### src/rtl/orsk_pkg.sv
// Shared types and constants of the ordered record store.
// No dependencies; imported by every module of the block.
`default_nettype none

package orsk_pkg;

  localparam int DEPTH   = 16;
  localparam int PTR_W   = (DEPTH > 1) ? $clog2(DEPTH) : 1;
  localparam int CNT_W   = $clog2(DEPTH + 1);
  // Head pointer plus record count, before the ring wrap.
  localparam int SUM_W   = CNT_W + 1;

  localparam int OP_W     = 2;
  localparam int ID_W     = 31;
  localparam int MAKER_W  = 16;
  localparam int SER_W    = 32;
  localparam int OUT_ID_W = 32;
  localparam int ST_W     = 2;
  localparam int FILL_W   = 5;

  localparam int IN_DATA_W    = ((ID_W + MAKER_W + SER_W + 7) / 8) * 8;
  localparam int OUT_FILL_LSB = OUT_ID_W + MAKER_W + SER_W;
  localparam int OUT_DATA_W   = ((OUT_FILL_LSB + FILL_W + 7) / 8) * 8;

  typedef enum logic [OP_W-1:0] {
    OP_PUSH_FRONT = 2'd0,
    OP_PUSH_BACK  = 2'd1,
    OP_POP_FRONT  = 2'd2,
    OP_EXTRACT    = 2'd3
  } op_t;

  typedef enum logic [ST_W-1:0] {
    ST_OK   = 2'd0,
    ST_MISS = 2'd1,
    ST_FULL = 2'd2
  } status_t;

  typedef struct packed {
    logic [ID_W-1:0]    id;
    logic [MAKER_W-1:0] maker;
    logic [SER_W-1:0]   series;
  } rec_t;

  typedef enum logic [2:0] {
    S_IDLE,
    S_EXEC,
    S_SCAN,
    S_SHIFT,
    S_RESP
  } state_t;

  // Controller to datapath commands.
  typedef struct packed {
    logic cap;         // latch the accepted item
    logic do_push;     // insert (or flag full) and set a no-record result
    logic set_miss;    // set the not-found result
    logic scan_start;  // read the head slot, reset the scan position
    logic rd_step;     // read the next slot, advance scan pointers
    logic take;        // capture the matching record and start removal
    logic shift_wr;    // move one record down by one slot
    logic load_out;    // copy the result into the output register
  } cmd_t;

  // Datapath to controller status.
  typedef struct packed {
    logic is_push;
    logic full;
    logic empty;
    logic match;
    logic at_head;
    logic last_cmp;
    logic last_move;
  } stat_t;

endpackage

`default_nettype wire

### src/rtl/orsk_ctrl.sv
// Sequencing state machine of the ordered record store.
// Depends on orsk_pkg; drives the datapath through cmd_t, reads stat_t.
`default_nettype none

module orsk_ctrl import orsk_pkg::*; (
  input  logic  clk,
  input  logic  rst_n,
  input  logic  in_tvalid,
  output logic  in_tready,
  output logic  out_tvalid,
  input  logic  out_tready,
  input  stat_t stat,
  output cmd_t  cmd
);

  state_t state_r, state_nxt;
  logic   out_valid_r, out_valid_nxt;
  logic   out_free;

  assign out_free   = !out_valid_r || out_tready;
  assign in_tready  = (state_r == S_IDLE);
  assign out_tvalid = out_valid_r;

  always_comb begin
    state_nxt = state_r;
    case (state_r)
      S_IDLE: begin
        if (in_tvalid) state_nxt = S_EXEC;
      end
      S_EXEC: begin
        if (stat.is_push || stat.empty) state_nxt = S_RESP;
        else                            state_nxt = S_SCAN;
      end
      S_SCAN: begin
        if (stat.match) begin
          state_nxt = (stat.at_head || stat.last_cmp) ? S_RESP : S_SHIFT;
        end else if (stat.last_cmp) begin
          state_nxt = S_RESP;
        end
      end
      S_SHIFT: begin
        if (stat.last_move) state_nxt = S_RESP;
      end
      S_RESP: begin
        if (out_free) state_nxt = S_IDLE;
      end
      default: state_nxt = S_IDLE;
    endcase
  end

  always_comb begin
    cmd = '0;
    case (state_r)
      S_IDLE: begin
        cmd.cap = in_tvalid;
      end
      S_EXEC: begin
        if (stat.is_push)    cmd.do_push    = 1'b1;
        else if (stat.empty) cmd.set_miss   = 1'b1;
        else                 cmd.scan_start = 1'b1;
      end
      S_SCAN: begin
        cmd.rd_step = 1'b1;
        if (stat.match)         cmd.take     = 1'b1;
        else if (stat.last_cmp) cmd.set_miss = 1'b1;
      end
      S_SHIFT: begin
        cmd.shift_wr = 1'b1;
        cmd.rd_step  = 1'b1;
      end
      S_RESP: begin
        cmd.load_out = out_free;
      end
      default: cmd = '0;
    endcase
  end

  always_comb begin
    if (cmd.load_out)  out_valid_nxt = 1'b1;
    else if (out_tready) out_valid_nxt = 1'b0;
    else               out_valid_nxt = out_valid_r;
  end

  always_ff @(posedge clk) begin
    if (!rst_n) begin
      state_r     <= S_IDLE;
      out_valid_r <= 1'b0;
    end else begin
      state_r     <= state_nxt;
      out_valid_r <= out_valid_nxt;
    end
  end

endmodule

`default_nettype wire

### src/rtl/orsk_datapath.sv
// Record memory, ring pointers, scan/shift counters and result registers.
// Depends on orsk_pkg; acts on cmd_t from orsk_ctrl and reports stat_t.
`default_nettype none

module orsk_datapath import orsk_pkg::*; (
  input  logic                  clk,
  input  logic                  rst_n,
  input  logic [OP_W-1:0]       in_op,
  input  rec_t                  in_rec,
  input  cmd_t                  cmd,
  output stat_t                 stat,
  output logic [OUT_DATA_W-1:0] out_tdata,
  output logic [ST_W-1:0]       out_tuser
);

  function automatic logic [PTR_W-1:0] ptr_inc(input logic [PTR_W-1:0] p);
    if (p == PTR_W'(DEPTH - 1)) return '0;
    return p + 1'b1;
  endfunction

  function automatic logic [PTR_W-1:0] ptr_dec(input logic [PTR_W-1:0] p);
    if (p == '0) return PTR_W'(DEPTH - 1);
    return p - 1'b1;
  endfunction

  rec_t                mem_r [DEPTH];
  rec_t                rdata_r;

  op_t                 req_op_r;
  rec_t                req_rec_r;
  logic [PTR_W-1:0]    head_r, head_nxt;
  logic [CNT_W-1:0]    count_r, count_nxt;
  logic [PTR_W-1:0]    rd_ptr_r, cmp_ptr_r, wr_ptr_r;
  logic [PTR_W-1:0]    cmp_pos_r, moves_r;

  logic [OUT_ID_W-1:0] res_id_r, out_id_r;
  logic [MAKER_W-1:0]  res_maker_r, out_maker_r;
  logic [SER_W-1:0]    res_series_r, out_series_r;
  status_t             res_status_r, out_status_r;
  logic [FILL_W-1:0]   out_fill_r;

  logic [SUM_W-1:0]    tail_sum;
  logic [PTR_W-1:0]    tail_addr, head_dec;
  logic                push_ok;
  logic                wr_en, rd_en;
  logic [PTR_W-1:0]    wr_addr, rd_addr;
  rec_t                wr_data;

  // Physical slot one past the last record.
  assign tail_sum  = SUM_W'(head_r) + SUM_W'(count_r);
  assign tail_addr = (tail_sum >= SUM_W'(DEPTH)) ? PTR_W'(tail_sum - SUM_W'(DEPTH))
                                                 : PTR_W'(tail_sum);
  assign head_dec  = ptr_dec(head_r);

  assign stat.is_push   = (req_op_r == OP_PUSH_FRONT) || (req_op_r == OP_PUSH_BACK);
  assign stat.full      = (count_r == CNT_W'(DEPTH));
  assign stat.empty     = (count_r == '0);
  assign stat.match     = (req_op_r == OP_POP_FRONT) || (rdata_r.id == req_rec_r.id);
  assign stat.at_head   = (cmp_pos_r == '0);
  assign stat.last_cmp  = (CNT_W'(cmp_pos_r) == (count_r - CNT_W'(1)));
  assign stat.last_move = (moves_r == PTR_W'(1));

  assign push_ok = cmd.do_push && !stat.full;

  assign wr_en   = push_ok || cmd.shift_wr;
  assign wr_addr = cmd.shift_wr ? wr_ptr_r :
                   ((req_op_r == OP_PUSH_FRONT) ? head_dec : tail_addr);
  assign wr_data = cmd.shift_wr ? rdata_r : req_rec_r;

  assign rd_en   = cmd.scan_start || cmd.rd_step;
  assign rd_addr = cmd.scan_start ? head_r : rd_ptr_r;

  always_ff @(posedge clk) begin
    if (wr_en) mem_r[wr_addr] <= wr_data;
    if (rd_en) rdata_r <= mem_r[rd_addr];
  end

  always_comb begin
    head_nxt  = head_r;
    count_nxt = count_r;
    if (push_ok) begin
      count_nxt = count_r + 1'b1;
      if (req_op_r == OP_PUSH_FRONT) head_nxt = head_dec;
    end
    if (cmd.take) begin
      // Drop the head by advancing it; a tail match only shrinks the count.
      if (stat.at_head) begin
        head_nxt  = ptr_inc(head_r);
        count_nxt = count_r - 1'b1;
      end else if (stat.last_cmp) begin
        count_nxt = count_r - 1'b1;
      end
    end
    if (cmd.shift_wr && stat.last_move) count_nxt = count_r - 1'b1;
  end

  always_ff @(posedge clk) begin
    if (!rst_n) begin
      head_r  <= '0;
      count_r <= '0;
    end else begin
      head_r  <= head_nxt;
      count_r <= count_nxt;
    end
  end

  always_ff @(posedge clk) begin
    if (cmd.cap) begin
      req_op_r  <= op_t'(in_op);
      req_rec_r <= in_rec;
    end
    if (cmd.scan_start) begin
      cmp_ptr_r <= head_r;
      cmp_pos_r <= '0;
      rd_ptr_r  <= ptr_inc(head_r);
    end
    if (cmd.rd_step) begin
      rd_ptr_r  <= ptr_inc(rd_ptr_r);
      cmp_ptr_r <= ptr_inc(cmp_ptr_r);
      cmp_pos_r <= cmp_pos_r + 1'b1;
    end
    if (cmd.take) begin
      wr_ptr_r     <= cmp_ptr_r;
      moves_r      <= PTR_W'(count_r - CNT_W'(cmp_pos_r) - CNT_W'(1));
      res_id_r     <= {1'b0, rdata_r.id};
      res_maker_r  <= rdata_r.maker;
      res_series_r <= rdata_r.series;
      res_status_r <= ST_OK;
    end
    if (cmd.shift_wr) begin
      wr_ptr_r <= ptr_inc(wr_ptr_r);
      moves_r  <= moves_r - 1'b1;
    end
    if (cmd.do_push || cmd.set_miss) begin
      res_id_r     <= '1;
      res_maker_r  <= '0;
      res_series_r <= '1;
      if (cmd.set_miss)       res_status_r <= ST_MISS;
      else if (stat.full)     res_status_r <= ST_FULL;
      else                    res_status_r <= ST_OK;
    end
    if (cmd.load_out) begin
      out_id_r     <= res_id_r;
      out_maker_r  <= res_maker_r;
      out_series_r <= res_series_r;
      out_status_r <= res_status_r;
      out_fill_r   <= FILL_W'(count_r);
    end
  end

  assign out_tdata = OUT_DATA_W'({out_fill_r, out_series_r, out_maker_r, out_id_r});
  assign out_tuser = out_status_r;

endmodule

`default_nettype wire

### src/rtl/ordered_record_store_with_key_extract_top.sv
// Ordered record store with remove-by-id (a bounded deque of DEPTH records).
// Each input transaction carries one operation and yields exactly one result
// transaction. The records live in a single-port-write, single-port-read ring
// memory with a head pointer and a record count; push-front and push-back
// just move the head or write past the tail, while extract-by-id scans slots
// from the head one per cycle and then closes the gap by moving each later
// record down one slot per cycle; a match at the head or at the last record
// needs no shift. One item is in work at a time; the next input transaction
// is accepted while the previous result still sits in the output register.
// The store needs no clearing after reset: only data read from slots holding
// records is used.
// Depends on orsk_pkg, orsk_ctrl and orsk_datapath.
`default_nettype none

module ordered_record_store_with_key_extract_top import orsk_pkg::*; (
  input  logic                  clk,
  input  logic                  rst_n,
  input  logic                  in_tvalid,
  output logic                  in_tready,
  // [30:0] car_id, [46:31] maker_handle, [78:47] series_in, rest zero
  input  logic [IN_DATA_W-1:0]  in_tdata,
  // [1:0] op
  input  logic [OP_W-1:0]       in_tuser,
  output logic                  out_tvalid,
  input  logic                  out_tready,
  // [31:0] out_id, [47:32] out_maker, [79:48] out_series, [84:80] fill_level,
  // rest zero
  output logic [OUT_DATA_W-1:0] out_tdata,
  // [1:0] status
  output logic [ST_W-1:0]       out_tuser
);

  cmd_t  cmd;
  stat_t stat;
  rec_t  in_rec;

  // Unpack the input payload into a record.
  assign in_rec.id     = in_tdata[ID_W-1:0];
  assign in_rec.maker  = in_tdata[ID_W +: MAKER_W];
  assign in_rec.series = in_tdata[ID_W + MAKER_W +: SER_W];

  // Sequencer: handshakes, scan and shift control.
  orsk_ctrl u_ctrl (
    .clk        (clk),
    .rst_n      (rst_n),
    .in_tvalid  (in_tvalid),
    .in_tready  (in_tready),
    .out_tvalid (out_tvalid),
    .out_tready (out_tready),
    .stat       (stat),
    .cmd        (cmd)
  );

  // Record memory, pointers and the output register.
  orsk_datapath u_dp (
    .clk       (clk),
    .rst_n     (rst_n),
    .in_op     (in_tuser),
    .in_rec    (in_rec),
    .cmd       (cmd),
    .stat      (stat),
    .out_tdata (out_tdata),
    .out_tuser (out_tuser)
  );

endmodule

`default_nettype wire

### config.mk
export PLATFORM = sky130hd
export DESIGN_NAME = ordered_record_store_with_key_extract_top
export DESIGN_NICKNAME = d
export VERILOG_FILES = /design/src/rtl/orsk_pkg.sv /design/src/rtl/orsk_ctrl.sv /design/src/rtl/orsk_datapath.sv /design/src/rtl/ordered_record_store_with_key_extract_top.sv
export SDC_FILE = /design/constraint.sdc
export NUM_CORES = 2
export LEC_CHECK = 0
export BUFFER_PORTS_ARGS = -buffer_cell sky130_fd_sc_hd__buf_2
export CAP_MARGIN = 20
export CORE_MARGIN = 5
export CORE_UTILIZATION = 40
export CTS_CLUSTER_SIZE = 40
export DETAILED_ROUTE_END_ITERATION = 8
export PLACE_DENSITY = 0.63
export REMOVE_ABC_BUFFERS = 1
export SLEW_MARGIN = 10
export SYNTH_ARGS = -nofsm -noshare
export SYNTH_HDL_FRONTEND = slang
export SYNTH_SLANG_ARGS = --single-unit
### constraint.sdc
create_clock -name clk -period 6.4 [get_ports clk]
set_input_delay 1.28 -clock clk [delete_from_list [all_inputs] [get_ports clk]]
set_output_delay 1.28 -clock clk [all_outputs]
set_load 0.1 [all_outputs]
### After elaboration in Yosys (flattened, before gate mapping)

Memories as Yosys holds them, arrays and structs flattened. A register that Yosys moved wholly into a read port is not among the register bits.
Index checks and enable logic that the tools add are counted.

| word-level totals | value |
|---|---|
| register bits | 283 |
| latch bits | 0 |
| RAM bits | 1264 |
| ROM bits | 0 |
| input port bits | 86 |
| output and inout bits | 92 |
| logic and storage cells | 155 |
| memories | 1 |

| cells by class | value |
|---|---|
| add/subtract/negate cells | 13 |
| multipliers | 0 |
| div/mod/pow operators | 0 |
| order comparisons | 1 |
| eq/ne operators | 18 |
| shifts and indexed selects | 0 |
| mux-type cells | 77 |
| bitwise gates (word level) | 0 |
| reductions and logical operators | 23 |

Memories:

| memory | words | width | read ports | clocked after Yosys merged registers in | wr ports | line | text |
|---|---|---|---|---|---|---|---|
| u_dp.mem_r | 16 | 79 | 1 | 1 | 1 | orsk_datapath.sv:26 | `rec_t mem_r [DEPTH];` |

Operators with widths:

| cell | count |
|---|---|
| 4-bit two-way mux | 29 |
| 79-bit two-way mux | 1 |
| 31-bit == test | 1 |
| 1-bit two-way mux | 28 |
| 5-bit two-way mux | 5 |
| 3-bit two-way mux | 7 |
| 4-bit by 1-bit adder with 4-bit output (second input constant) | 5 |
| 4-bit == test (second input constant) | 4 |
| 4-bit by 1-bit subtractor with 4-bit output (second input constant) | 4 |
| 3-bit case mux with 5 select lines | 1 |
| 2-bit two-way mux | 5 |
| 4-bit zero test | 2 |
| 1-bit logical OR | 8 |
| 2-bit nonzero test | 4 |
| 4-bit by 5-bit adder with 6-bit output | 1 |
| 3-bit by 2-bit == test with 1-bit output (second input constant) | 2 |
| 6-bit by 5-bit greater-or-equal comparator with 1-bit output (second input constant) | 1 |
| 5-bit by 1-bit adder with 5-bit output (second input constant) | 1 |
| 4-bit by 5-bit == test with 1-bit output | 1 |
| 5-bit == test (second input constant) | 1 |
| 5-bit zero test | 1 |
| 5-bit by 1-bit subtractor with 5-bit output (second input constant) | 1 |
| 4-bit by 1-bit == test with 1-bit output (second input constant) | 1 |
| 2-bit by 1-bit inequality test with 1-bit output (second input constant) | 2 |
| 14 further kinds | 16 |

### Logic depth before layout (Yosys ltp)

| logic depth | value |
|---|---|
| word-level depth | 10 |
| gate-level depth with buffers | 12 |

### Cells and area by module

A second synthesis with hierarchy kept.

| unflattened totals | value |
|---|---|
| cell total of the unflattened synthesis | 3059 |
| area, all modules | 62220.9 um^2 |

By module, submodules not included:

| module | times used | cells each | area each (um^2) | seq. area each (um^2) |
|---|---|---|---|---|
| orsk_datapath | 1 | 3013 | 61891.9 | 47815.9 |
| orsk_ctrl | 1 | 46 | 329.1 | 80.1 |

### Worst setup path after synthesis

Ideal clock, no wire load.

| timing | value |
|---|---|
| path kind | reg-to-reg |
| start | register u_dp.head_r[0] |
| end | memory u_dp.mem_r[9][0] (netlist name) (enable) |
| setup time | 517 ps |
| arrival | 5175 ps |
| required time | 5883 ps |
| slack | 708 ps |
| stages on the path, launching flop included | 10 |
| buffers on the path | 1 |
| period minus slack after synthesis | 5692 ps |
| cell sequence | dfxtp_1 > clkbuf_1 > inv_1 > ha_1 > or2_2 > o21ai_0 > a21oi_1 > mux2i_1 > o21ai_0 > nor2_1 |

| on the way | value |
|---|---|
| cells in the longest elaborated chain, start to end | 5 |

Ends and longest elaborated chain:

| item | line | text |
|---|---|---|
| from (decl) | orsk_datapath.sv:31 | `logic [PTR_W-1:0] head_r, head_nxt;` |
| from (signal assigned) | orsk_datapath.sv:102 | `head_r <= head_nxt;` |
| 4-bit by 5-bit adder with 6-bit output or 4-bit zero test (tied branches) | orsk_datapath.sv:50, orsk_datapath.sv:22 |  |
| 6-bit by 5-bit greater-or-equal comparator with 1-bit output (tied with other cells) | orsk_datapath.sv:51 | `assign tail_addr = (tail_sum >= SUM_W'(DEPTH)) ? PTR_W'(tail_sum - SUM_W'(DEPTH))` |
| 4-bit two-way mux, on equally long branches | orsk_datapath.sv:51, orsk_datapath.sv:23 |  |
| 4-bit two-way mux (*) | orsk_datapath.sv:67 | `((req_op_r == OP_PUSH_FRONT) ? head_dec : tail_addr);` |
| 4-bit two-way mux (*) | orsk_datapath.sv:66 | `assign wr_addr = cmd.shift_wr ? wr_ptr_r :` |
| to (decl) | orsk_datapath.sv:26 |  |

Mark *: on every way between the ends. The rest lies on a longest branch, timed or not.

### Worst setup path after layout

| timing | value |
|---|---|
| start | register u_dp.count_r[1] |
| end | register u_dp.rdata_r[51] (netlist name) |

| on the way | value |
|---|---|
| cells in the longest elaborated chain, start to end | 5 |

Ends and longest elaborated chain:

| item | line | text |
|---|---|---|
| from (decl) | orsk_datapath.sv:32 | `logic [CNT_W-1:0] count_r, count_nxt;` |
| from (signal assigned) | orsk_datapath.sv:103 | `count_r <= count_nxt;` |
| 5-bit zero test (*) | orsk_datapath.sv:57 | `assign stat.empty = (count_r == '0);` |
| 1-bit two-way mux (*) | orsk_ctrl.sv:59 | `else if (stat.empty) cmd.set_miss = 1'b1;` |
| 2-bit two-way mux (*) | orsk_ctrl.sv:58 | `if (stat.is_push) cmd.do_push = 1'b1;` |
| 1-bit two-way mux (*) | orsk_ctrl.sv:53 | `case (state_r)` |
| 4-bit two-way mux or 1-bit logical OR (tied branches) | orsk_datapath.sv:71, orsk_datapath.sv:70 |  |

Marked as above.
A chain may end at the register's enable or synchronous reset.

==> metrics <==
Max-Cap Viols=0; clock slew at reported path FFs=roughly 0.060 ns; initial DRC count=4354; Worst path slowest cell=buf_4; Root Driver=clkbuf_16; most frequent cells in the layout=edfxtp_1 (1533), nand2_1 (449), a211oi_1 (253); Setup Buffers After CTS=0; Placer Congestion=between 0.8 and 0.9; pwr dens=~350 nW/um^2; synthesis-to-layout area growth=13.39%; WP buf/inv=3; fin crit share=roughly 74%; vias in the first global route=roughly 37k; sequential share of the synthesized area=75.06%; R2R Setup Slk=1.66 ns; cts hold-fix bufs=0; final WL=between 150 and 200 mm; Critical Path Start Type=register; Routed Antenna Nets=0; final hold violation count=0; Longest Clk Path Bufs=3; vias=between 30k and 40k; DR DRC count=0; delay-heaviest family, CP=simple AND/OR/NAND/NOR gates; status=completed; fmax=approximately 0.21 GHz; GRT Overall Usage=20.42%; vias per cell=5.882; first-pass GRT wire length=roughly 260 mm; r2r endpoint=u_dp.rdata_r[51]; Synth Warn #=0; peak fanout along the critical path=just under 70; number of core rows=~150; synthesized cell area=roughly 64000 um^2; # IOs=roughly 180; layout cells sized above 1=about an eighth; worst reg-to-reg path cell count=10; CP Data Required Time=slightly above 7 ns; Slew Limit Fails=0; Core Area=about 160000 um^2; Die ar.=approximately 170000 um^2; hold worst-path end=u_dp.out_maker_r[6]; initial antenna violation count=7; hold_ws=between 0.4 and 0.5 ns; flops & latches, synth=between 1.5k and 2k; Post-CTS Resized=0; Die X=between 400 and 500 um; Hold WC Path Type=reg2reg; Detail Placement HPWL=90.18 mm; EDFF count, synth=1533; number of I/O port buffers=between 150 and 200; slew at the pin closest to its max-slew limit=about 1.2 ns; effective utilization at floorplan=about two fifths; grt total ovfl=0; setup TNS=0 ns; hold path cells=0; power consumption=25.17 mW; most common cell after layout, fill and taps aside=edfxtp_1; critical setup path kind=reg2reg; reg-to-reg startpoint=u_dp.count_r[1]; static leakage=between 20 and 25 nW; Primary FF master, synth=edfxtp_1; worst-path cell chain=inv_1, ha_1, or4b_1, nand3_4, buf_4, buf_4, and3_1, a211oi_1, nor4_1, a22o_1; Worst EP arrival=roughly 5.4 ns; Nets=between 4k and 5k; post-synthesis cell type count=just under 80; WL/cell=roughly 27 um; asr flop ratio synth=0%; TritonRoute pass-1 iters=6; Mapped Cells=4213; CTS tree=built; most used cell along the critical path=buf_4; # setup viols final=0; pin count of the biggest net entering global routing=124; VDD IR-drop max=between 0.0003 and 0.0004 V; Worst path max stage delay=roughly 0.70 ns; Clock Sinks=roughly 1.6k; # H-tree levels=4; CTS Buf Count=approximately 170; Fin Clk Skew=0.04016 ns; Die Height=between 400 and 500 um; min cycle time layout=approximately 4.7 ns; RSZ-0062 raised after global routing=no; worst hold path startpoint=u_dp.res_maker_r[6]; syn_area_per_cell=15.15 um^2; Rel. slew slack=between 20% and 30%; clk_lat worst skew=0.80 ns; Worst setup EP type=register
==> cell families after synthesis <==
family | synth area share [%]
flip-flops | 75.06
AND/OR/NAND/NOR | 8.039
AO/OA/AOI/OAI | 9.757
buffers and inverters | 2.404
multiplexers | 3.596
XOR/XNOR | 0.7235
adder cells (fa/ha/maj) | 0.4157
other | 0.005877
==> per-layer routing <==
metal  GRT usage [%]  routed length, um  vias to the layer above  share of wire [%]
li1                -                  -                    16780                  -
met1           29.60              76190                    19550                 43
met2           31.81              80780                     1819                 46
met3           4.012              16150                      264                9.1
met4           5.166               3724                        2                2.1
met5               0                 13                        -             0.0074
==> area by class of cell <==
type | instances | area, um^2
antenna | 2 | 5.005
clock buffer | 216 | 4392
clock inverter | 82 | 825.8
fill | 13660 | 86210
inverter | 15 | 56.30
multi-input combinational | 2253 | 14670
sequential | 1626 | 47900
tap | 2072 | 2592
timing repair buffer | 266 | 1919
==> report_power, final <==
group	switching, mW	total, mW	internal [mW]	leakage (nW)
Combinational	2.36	3.21	0.852	7.16
Sequential	0.235	12.6	12.4	14.5
Clock	4.12	9.32	5.20	2.52
Total	6.71	25.2	18.5	24.2
==> worst register-to-register path: stages (launching register included) <==
cell and delay, ns:
dfxtp_1 0.49, inv_1 0.18, ha_1 0.30, or4b_1 0.65
nand3_4 0.54, buf_4 0.70, buf_4 0.75, and3_1 0.32
a211oi_1 0.04, nor4_1 0.40, a22o_1 0.22
==> flip-flops by register name, indices dropped and copies added (netlist names) <==
register,cells
u_dp.out_id_r,32
u_dp.out_series_r,32
u_dp.rdata_r,79
u_dp.req_rec_r,79
u_dp.cmp_ptr_r,4
u_dp.wr_ptr_r,4
u_dp.res_status_r,2
u_dp.out_fill_r,5
u_ctrl.out_tvalid,1
u_dp.moves_r,4
u_ctrl.state_r,3
u_dp.res_id_r,32
u_dp.out_maker_r,16
u_dp.count_r,5
u_dp.mem_r,1264
u_dp.rd_ptr_r,4
u_dp.out_tuser,2
u_dp.cmp_pos_r,4
u_dp.head_r,4
u_dp.res_maker_r,16
u_dp.res_series_r,32
u_dp.req_op_r,2
==> synth_stat cells, types with 46 or more instances <==
| cell | count | area, um^2 |
|---|---|---|
| buf_2 | 79 | 395.4 |
| o21ai_0 | 211 | 1056 |
| a21oi_1 | 113 | 565.5 |
| a22o_1 | 79 | 691.9 |
| a211oi_1 | 253 | 1899 |
| nor3_1 | 46 | 230.2 |
| nand3_1 | 153 | 765.7 |
| a221oi_1 | 127 | 1112 |
| dfxtp_1 | 93 | 1862 |
| clkbuf_1 | 210 | 788.3 |
| nand2_1 | 453 | 1700 |
| a32oi_1 | 48 | 420.4 |
| mux2i_1 | 227 | 2272 |
| edfxtp_1 | 1533 | 46030 |
| and3_1 | 252 | 1577 |
| nor2_1 | 75 | 281.5 |
==> stage by stage <==
stage	util (%)	setup slack [ns]	instances	instance area, um^2
after global routing	45.63	1.500	6530	72350
after global placement	42.31	1.767	6229	67080
after CTS	45.60	1.714	6528	72300
after floorplan	-	-11.75	3894	62340
after detailed placement	42.31	1.706	6230	67090
final	45.63	1.660	6532	72360
==> how the worst max path moves through the flow <==
stage,end,start,cells after the start
finish,u_dp.rdata_r[51],u_dp.count_r[1],10
global route,u_dp.rdata_r[51],u_dp.count_r[1],10
CTS,u_dp.rdata_r[3],u_dp.count_r[1],9
detailed placement,u_dp.mem_r[7][1],u_ctrl.state_r[0],6
global placement,u_dp.rdata_r[12],u_dp.count_r[1],9
floorplan,u_dp.rdata_r[0],u_dp.count_r[1],8
Power figures use the tool's default switching activity.
